File: config.mk
export PLATFORM = sky130hd
export DESIGN_NAME = multicycle_cpu_control_fsm_top
export DESIGN_NICKNAME = d
export VERILOG_FILES = /design/src/rtl/mcf_pkg.sv /design/src/rtl/multicycle_cpu_control_fsm_top.sv /design/src/rtl/mcf_out_decode.sv
export VERILOG_INCLUDE_DIRS = /design/src /design/src/rtl
export SDC_FILE = /design/constraint.sdc
export NUM_CORES = 1
export LEC_CHECK = 0
export BUFFER_PORTS_ARGS = -buffer_cell sky130_fd_sc_hd__buf_2
export CELL_PAD_IN_SITES_DETAIL_PLACEMENT = 1
export CELL_PAD_IN_SITES_GLOBAL_PLACEMENT = 1
export CORE_MARGIN = 2
export CORE_UTILIZATION = 38
export DETAILED_ROUTE_END_ITERATION = 7
export GPL_ROUTABILITY_DRIVEN = 0
export PLACE_DENSITY = 0.74
export SYNTH_ARGS = -nofsm -noshare
export SYNTH_HDL_FRONTEND = slang
export SYNTH_HIERARCHICAL = 1
export SYNTH_SLANG_ARGS = --single-unit
File: constraint.sdc
create_clock -name i_clk -period 1.9 [get_ports i_clk]
set_clock_uncertainty 0.2 [all_clocks]
set_input_delay 0.57 -clock i_clk [delete_from_list [all_inputs] [get_ports i_clk]]
set_output_delay 0.57 -clock i_clk [all_outputs]
set_load 0.05 [all_outputs]
File: src/rtl/multicycle_cpu_control_fsm_top_macros.svh
// ----------------------------------------------------------------------------
// control fsm assertion macros
// clocked property wrappers used by the control fsm top rtl
// ----------------------------------------------------------------------------
`ifndef MULTICYCLE_CPU_CONTROL_FSM_TOP_MACROS_SVH
`define MULTICYCLE_CPU_CONTROL_FSM_TOP_MACROS_SVH

`ifndef SYNTH

// same-cycle implication
`define MCF_ASSERT_IMPL(lbl, ante, cons, msg) \
    lbl: assert property (@(posedge i_clk) disable iff (!i_rst_n) (ante) |-> (cons)) \
        else $error(msg);

// next-cycle implication
`define MCF_ASSERT_NEXT(lbl, ante, cons, msg) \
    lbl: assert property (@(posedge i_clk) disable iff (!i_rst_n) (ante) |=> (cons)) \
        else $error(msg);

`else

`define MCF_ASSERT_IMPL(lbl, ante, cons, msg)
`define MCF_ASSERT_NEXT(lbl, ante, cons, msg)

`endif

`endif

File: src/rtl/mcf_pkg.sv
// ----------------------------------------------------------------------------
// mcf_pkg
// types and codes shared by the control fsm rtl
// ----------------------------------------------------------------------------
`default_nettype none

package mcf_pkg;

    // micro-state codes
    localparam logic [3:0] S_FETCH    = 4'd0;
    localparam logic [3:0] S_DECODE   = 4'd1;
    localparam logic [3:0] S_MEM_ADR  = 4'd2;
    localparam logic [3:0] S_MEM_RD   = 4'd3;
    localparam logic [3:0] S_MEM_WB   = 4'd4;
    localparam logic [3:0] S_MEM_WR   = 4'd5;
    localparam logic [3:0] S_ADDI_WB  = 4'd6;
    localparam logic [3:0] S_R_EXEC   = 4'd7;
    localparam logic [3:0] S_R_WB     = 4'd8;
    localparam logic [3:0] S_BRANCH   = 4'd9;
    localparam logic [3:0] S_JUMP     = 4'd10;

    // opcodes
    localparam logic [3:0] OP_RTYPE = 4'd0;
    localparam logic [3:0] OP_J     = 4'd2;
    localparam logic [3:0] OP_ADDI  = 4'd4;
    localparam logic [3:0] OP_BEQ   = 4'd8;
    localparam logic [3:0] OP_LW    = 4'd11;
    localparam logic [3:0] OP_SW    = 4'd15;

    // alu codes
    localparam logic [2:0] ALU_ADD = 3'd0;
    localparam logic [2:0] ALU_SUB = 3'd2;

    typedef struct packed {
        logic [3:0] opcode;
        logic [2:0] funct;
    } t_mcf_in;

    typedef struct packed {
        logic       pc_write;
        logic       i_or_d;
        logic       mem_write;
        logic       ir_write;
        logic       mem_to_reg;
        logic       reg_write;
        logic       alu_src_a;
        logic [1:0] alu_src_b;
        logic [2:0] alu_op;
        logic [1:0] pc_src;
        logic       reg_dst;
        logic       branch;
    } t_mcf_out;

endpackage

`default_nettype wire

File: src/rtl/multicycle_cpu_control_fsm_top.sv
// ----------------------------------------------------------------------------
// multicycle_cpu_control_fsm_top
// control unit of a small multicycle cpu
//
// each input item is one cpu control step carrying opcode and funct. the
// block answers with one item of control signals decoded from the current
// micro-state and funct, then advances the micro-state with the item's opcode.
// input channel: i_in_valid / o_in_stall / i_in_item. output channel:
// o_out_valid / i_out_stall / o_out_item.
// latency: the result item is valid in the cycle after the input item is
// accepted, held in a single output register.
// throughput: one item per cycle unless the receiver stalls, set by the output
// register; the state register updates in the same cycle the item is accepted.
// when the receiver stalls with a result waiting, o_in_stall rises and the
// waiting result holds; the next item is taken in the cycle the result goes.
// reset: synchronous, active low; the micro-state returns to fetch and the
// output register empties.
// ----------------------------------------------------------------------------
`default_nettype none

`include "multicycle_cpu_control_fsm_top_macros.svh"

module multicycle_cpu_control_fsm_top
    import mcf_pkg::*;
(
    input  wire logic    i_clk,
    input  wire logic    i_rst_n,
    input  wire logic    i_in_valid,
    output logic         o_in_stall,
    input  wire t_mcf_in i_in_item,
    output logic         o_out_valid,
    input  wire logic    i_out_stall,
    output t_mcf_out     o_out_item
);

    typedef enum logic [3:0] {
        ST_FETCH   = S_FETCH,
        ST_DECODE  = S_DECODE,
        ST_MEM_ADR = S_MEM_ADR,
        ST_MEM_RD  = S_MEM_RD,
        ST_MEM_WB  = S_MEM_WB,
        ST_MEM_WR  = S_MEM_WR,
        ST_ADDI_WB = S_ADDI_WB,
        ST_R_EXEC  = S_R_EXEC,
        ST_R_WB    = S_R_WB,
        ST_BRANCH  = S_BRANCH,
        ST_JUMP    = S_JUMP
    } t_state;

    t_state   r_state;
    t_state   n_state;
    logic     r_out_valid;
    t_mcf_out r_out_item;
    t_mcf_out w_dec;
    logic     w_accept;

    assign o_in_stall  = r_out_valid && i_out_stall;
    assign w_accept    = i_in_valid && !o_in_stall;
    assign o_out_valid = r_out_valid;
    assign o_out_item  = r_out_item;

    mcf_out_decode u_decode (
        .i_state (r_state),
        .i_funct (i_in_item.funct),
        .o_item  (w_dec)
    );

    always_comb begin
        case (r_state)
            ST_FETCH: n_state = ST_DECODE;
            ST_DECODE: begin
                case (i_in_item.opcode) inside
                    OP_RTYPE:               n_state = ST_R_EXEC;
                    OP_ADDI, OP_LW, OP_SW:  n_state = ST_MEM_ADR;
                    OP_BEQ:                 n_state = ST_BRANCH;
                    OP_J:                   n_state = ST_JUMP;
                    default:                n_state = ST_FETCH;
                endcase
            end
            ST_MEM_ADR: begin
                case (i_in_item.opcode)
                    OP_ADDI: n_state = ST_ADDI_WB;
                    OP_LW:   n_state = ST_MEM_RD;
                    OP_SW:   n_state = ST_MEM_WR;
                    default: n_state = ST_FETCH;
                endcase
            end
            ST_MEM_RD: n_state = ST_MEM_WB;
            ST_R_EXEC: n_state = ST_R_WB;
            default:   n_state = ST_FETCH;
        endcase
    end

    always_ff @(posedge i_clk) begin
        if (!i_rst_n) begin
            r_state     <= ST_FETCH;
            r_out_valid <= 1'b0;
            r_out_item  <= '0;
        end else begin
            if (w_accept) begin
                r_state     <= n_state;
                r_out_valid <= 1'b1;
                r_out_item  <= w_dec;
            end else if (!i_out_stall) begin
                r_out_valid <= 1'b0;
            end
        end
    end

    `MCF_ASSERT_NEXT(a_fetch_to_decode, w_accept && (r_state == ST_FETCH),
        r_state == ST_DECODE && o_out_item.ir_write, "fetch did not go to decode")
    `MCF_ASSERT_NEXT(a_state_holds, !w_accept, $stable(r_state),
        "state moved without an item")
    `MCF_ASSERT_NEXT(a_accept_gives_result, w_accept, r_out_valid,
        "accepted item produced no result")
    `MCF_ASSERT_IMPL(a_stall_when_full, r_out_valid && i_out_stall, !w_accept,
        "item accepted while result blocked")

endmodule

`default_nettype wire

File: src/rtl/mcf_out_decode.sv
// ----------------------------------------------------------------------------
// mcf_out_decode
// control signal decode from the current micro-state and funct
// ----------------------------------------------------------------------------
`default_nettype none

module mcf_out_decode
    import mcf_pkg::*;
(
    input  wire logic [3:0] i_state,
    input  wire logic [2:0] i_funct,
    output t_mcf_out        o_item
);

    logic [3:0] s;
    logic       w_hi;

    assign s = i_state;

    always_comb begin
        o_item.pc_write   = (s == S_FETCH) || (s == S_JUMP);
        o_item.i_or_d     = ((s & 4'd14) == 4'd4) || (s == S_MEM_RD);
        o_item.mem_write  = (s == S_MEM_WR);
        o_item.ir_write   = (s == S_FETCH);
        o_item.mem_to_reg = (s == S_MEM_WB);
        o_item.reg_write  = ((s & 4'd13) == 4'd4) || (s == S_R_WB);
        o_item.alu_src_a  = ((s & 4'd10) == 4'd2) || ((s & 4'd10) == 4'd8) || s[2];
        w_hi              = ((s & 4'd6) == 4'd4) || ((s & 4'd13) == 4'd1)
                            || ((s & 4'd11) == 4'd2);
        o_item.alu_src_b  = {w_hi, (s == S_FETCH)};
        if (s < S_R_EXEC) begin
            o_item.alu_op = ALU_ADD;
        end else if ((s == S_R_EXEC) || (s == S_R_WB) || (s == S_JUMP)) begin
            o_item.alu_op = i_funct;
        end else begin
            o_item.alu_op = ALU_SUB;
        end
        o_item.pc_src     = {(s == S_JUMP), (s == S_BRANCH)};
        o_item.reg_dst    = ((s & 4'd14) == 4'd0) || (s == S_R_EXEC) || (s == S_R_WB);
        o_item.branch     = (s == S_BRANCH);
    end

endmodule

`default_nettype wire

==> metrics list <==
- Detailed-route via count: 1094
* Placement Rows: 20
- The initial utilization of the core area, before any placement, comes to 0.397.
- Final-report max-slew violation count: 0
- The HPWL after detailed placement is 1960 um.
- Detail Route Antenna Nets: 0
- Maximum number of pins on one net before global-route repair: 23
- The critical path is of the in2out type.
- In this design, the stage delay of the slowest critical-path cell is 0.19 ns.
- Critical path required time: 1.13 ns
- Portion of synthesized cell area occupied by the leading cell type: 0.350
- Counting flops and latches in the post-synthesis netlist gives 21.
- Prior to clock tree synthesis, the placed netlist has a worst setup slack of 0.0639 ns.
* Area leader, netlist: dfxtp_1
* Max Clock Freq: 0.550 GHz
- The number of antenna violations at the first check in global routing was 0.
* Number of sinks handled by clock tree synthesis: 21
* Post-route DRC violation count: 0
* Proportion of layout cells with a drive suffix above 1: 0.355
* Global-route total usage across every layer: 0.170
- Net count, final: 178
- YS warnings: 6
* Setup TNS: 0 ns
- The worst hold path belongs to the class reg2reg.
- Measured along the y axis, the die boundary spans 60.3 um.
- Area growth from synthesis to layout: 14.0%
- Cell area after synthesis: 1200 um2
- The clock passes through at most 2 buffers.
- Nature of the critical path endpoint: output port
* H-tree Lvls: 1
- Gate count of the mapped netlist: 142
* First-pass GRT wire length: 4690 um
- Summed over all cells, the static leakage comes to 0.526 nW.
- After clock tree synthesis, the clock-pin slew on the worst setup and hold paths is 0.12 ns.
- Counting flops with a built-in enable in the synthesized netlist gives 0.
- Fill cell total of the finished layout: 377
* Quantity of hold-fixing buffers added after cts: 0
- After detailed routing, the number of vias per cell comes to 5.21.
- After global routing the overflow that remains totals 0.
- The run finished with clean final reports.
- Synthesis instantiated 46 different standard cells from the library.
- In the synthesized netlist, the cells that appear most often are nand2_1, dfxtp_1, a21oi_1.
* Post-Synthesis Net Count: 153
* Setup violations, final: 0
- Number of iterations in the first detailed-routing pass: 4
- IR analysis of the VDD net gives a maximum drop of 0.249 mV.
* Startpoint types: input pin
* Die area: 3630 um2
- In the synthesized netlist the dominant register cell turns out to be dfxtp_1.
- Once routing completed, OpenROAD measured the worst setup slack at 0.0821 ns.
* Tcrit/Tclk final: 0.957
- The critical path goes through buf_2 -> and2_2 -> buf_4.
- By instance count, the leading cell after synthesis is nand2_1.
* Die W: 60.3 um
- Max-cap violations: 0
* Core Box Area: 3030 um2
* Diode insertion count for antenna repair: 0
- After synthesis, the mean cell area works out to 8.47 um2.
* Buffer cell driving the clock tree root: clkbuf_4
* Cell with the largest stage delay on the worst path: and2_2
- Largest driver fanout on the critical path: 2
* Port buffer count: 28
* I/O pin count: 29
* Worst endpoint data arrival time: 1.05 ns
- TritonCTS built the clock tree.
- In this run the tightest slew margin relative to its limit is 0.608.
- The number of global-route vias before repair is 1058.
- Starting DRC count in detailed routing: 18
- After synthesis, the cell types taking the most area are dfxtp_1, nand2_1, a21oi_2, a21oi_1, nand2_2.
- After synthesis, the share of flip-flops with an asynchronous set or reset is 0.
* Share of the yosys chip area belonging to registers: 0.350
- After detailed routing, the average wire length per cell comes to 13.2 um.
- Pwr dens: 631 nW/um2
* Setup repair after global routing missed its margin: no
* Clock buffers created by TritonCTS: 3
- Hold Fails Final Rpt: 0
- Counting I/O delays and the setup requirement, the final critical path takes 1.82 ns.
- Clk_lat worst skew: 0.30 ns
- The final layout contains routed wiring with a total length of 2760 um.
- Pin slew with the least headroom to its limit: 0.586 ns
==> critical path: cells and delay by family <==
family	cells	cell delay, ns
AND/OR/NAND/NOR	1	0.19
buffers and inverters	2	0.29
==> placed cells by master, fill, tap and decap left out, drive strengths merged, types with 2 or more instances in the layout <==
cell     Yosys  routed
nor4b        2       2
buf         13      33
o21ai        4       4
a21boi       3       3
o2111ai      3       3
a31oi        2       2
clkbuf       0       3
a211oi       2       2
a21oi       19      19
nand3        2       2
nor3b        2       2
inv          4       4
nor4         3       3
nand4b       3       3
nor2         2       2
or3b         2       2
dfxtp       21      21
nand2       35      35
==> per-layer routing <==
layer | GRT usage | part of all wire
met4 | 0.0825 | 0.012
met2 | 0.306 | 0.50
met1 | 0.193 | 0.46
met5 | 0 | 0
met3 | 0.0238 | 0.025
==> registers in the layout (all words and copies together), names as in the netlist <==
name / count
o_out_item: 16
r_state: 4
o_out_valid: 1
==> kinds of logic (layout without fill, tap and decap cells) <==
group,after synthesis,in the layout,share of synthesized area
AOI/OAI and AO/OA,41,41,0.250
xor gates and xnor gates,2,2,0.0146
DFF,21,21,0.350
and+or+nand+nor,61,61,0.283
buffers and inverters,17,41,0.103
==> repair_timing <==
| action | in CTS | in global routing |
|---|---|---|
| gates resized for setup | 1 | 1 |
| hold endpoints to repair | 0 | 0 |
| pin swaps | 0 | 0 |
| setup endpoints to repair | 1 | 1 |
| buffers inserted | 0 | 0 |
==> power by group <==
part           switching [mW]  internal (mW)
Sequential             0.0188          0.455
Clock                   0.139         0.0785
Combinational           0.116         0.0591
Total                   0.273          0.592
==> stage by stage <==
stage / power [mW] / cells / cell area [um2] / hold slack, ns / utilization
floorplan: 0.618 / 142 / 1200 / 0.290 / -
global placement: 0.651 / 206 / 1340 / 0.242 / 0.443
detailed placement: 0.658 / 206 / 1340 / 0.249 / 0.443
CTS: 0.879 / 210 / 1370 / 0.266 / 0.452
global route: 0.916 / 210 / 1370 / 0.292 / 0.453
finish: 0.866 / 210 / 1370 / 0.262 / 0.453
==> path summary, 6_finish.rpt <==
| path | cells past startpoint | endpoint | start | slack (ns) |
|---|---|---|---|---|
| min reg2reg | 2 | o_out_item[9] | o_out_item[9] | 0.26 |
| min | 2 | o_out_item[9] | o_out_item[9] | 0.26 |
| max | 3 | o_in_stall | i_out_stall | 0.08 |
| max reg2reg | 4 | o_out_item[6] | r_state[1] | 0.26 |
==> final cells by class <==
class	instances	area (um2)	area share
repair buffers	33	193	0.141
inverters	4	15.0	0.0109
clock buffers	3	22.5	0.0164
multi-input cells	104	659	0.481
clock inverters	1	5.00	0.00365
flip-flops and latches	21	422	0.307
well taps	44	55.1	0.0401
Power figures use the tool's default switching activity.
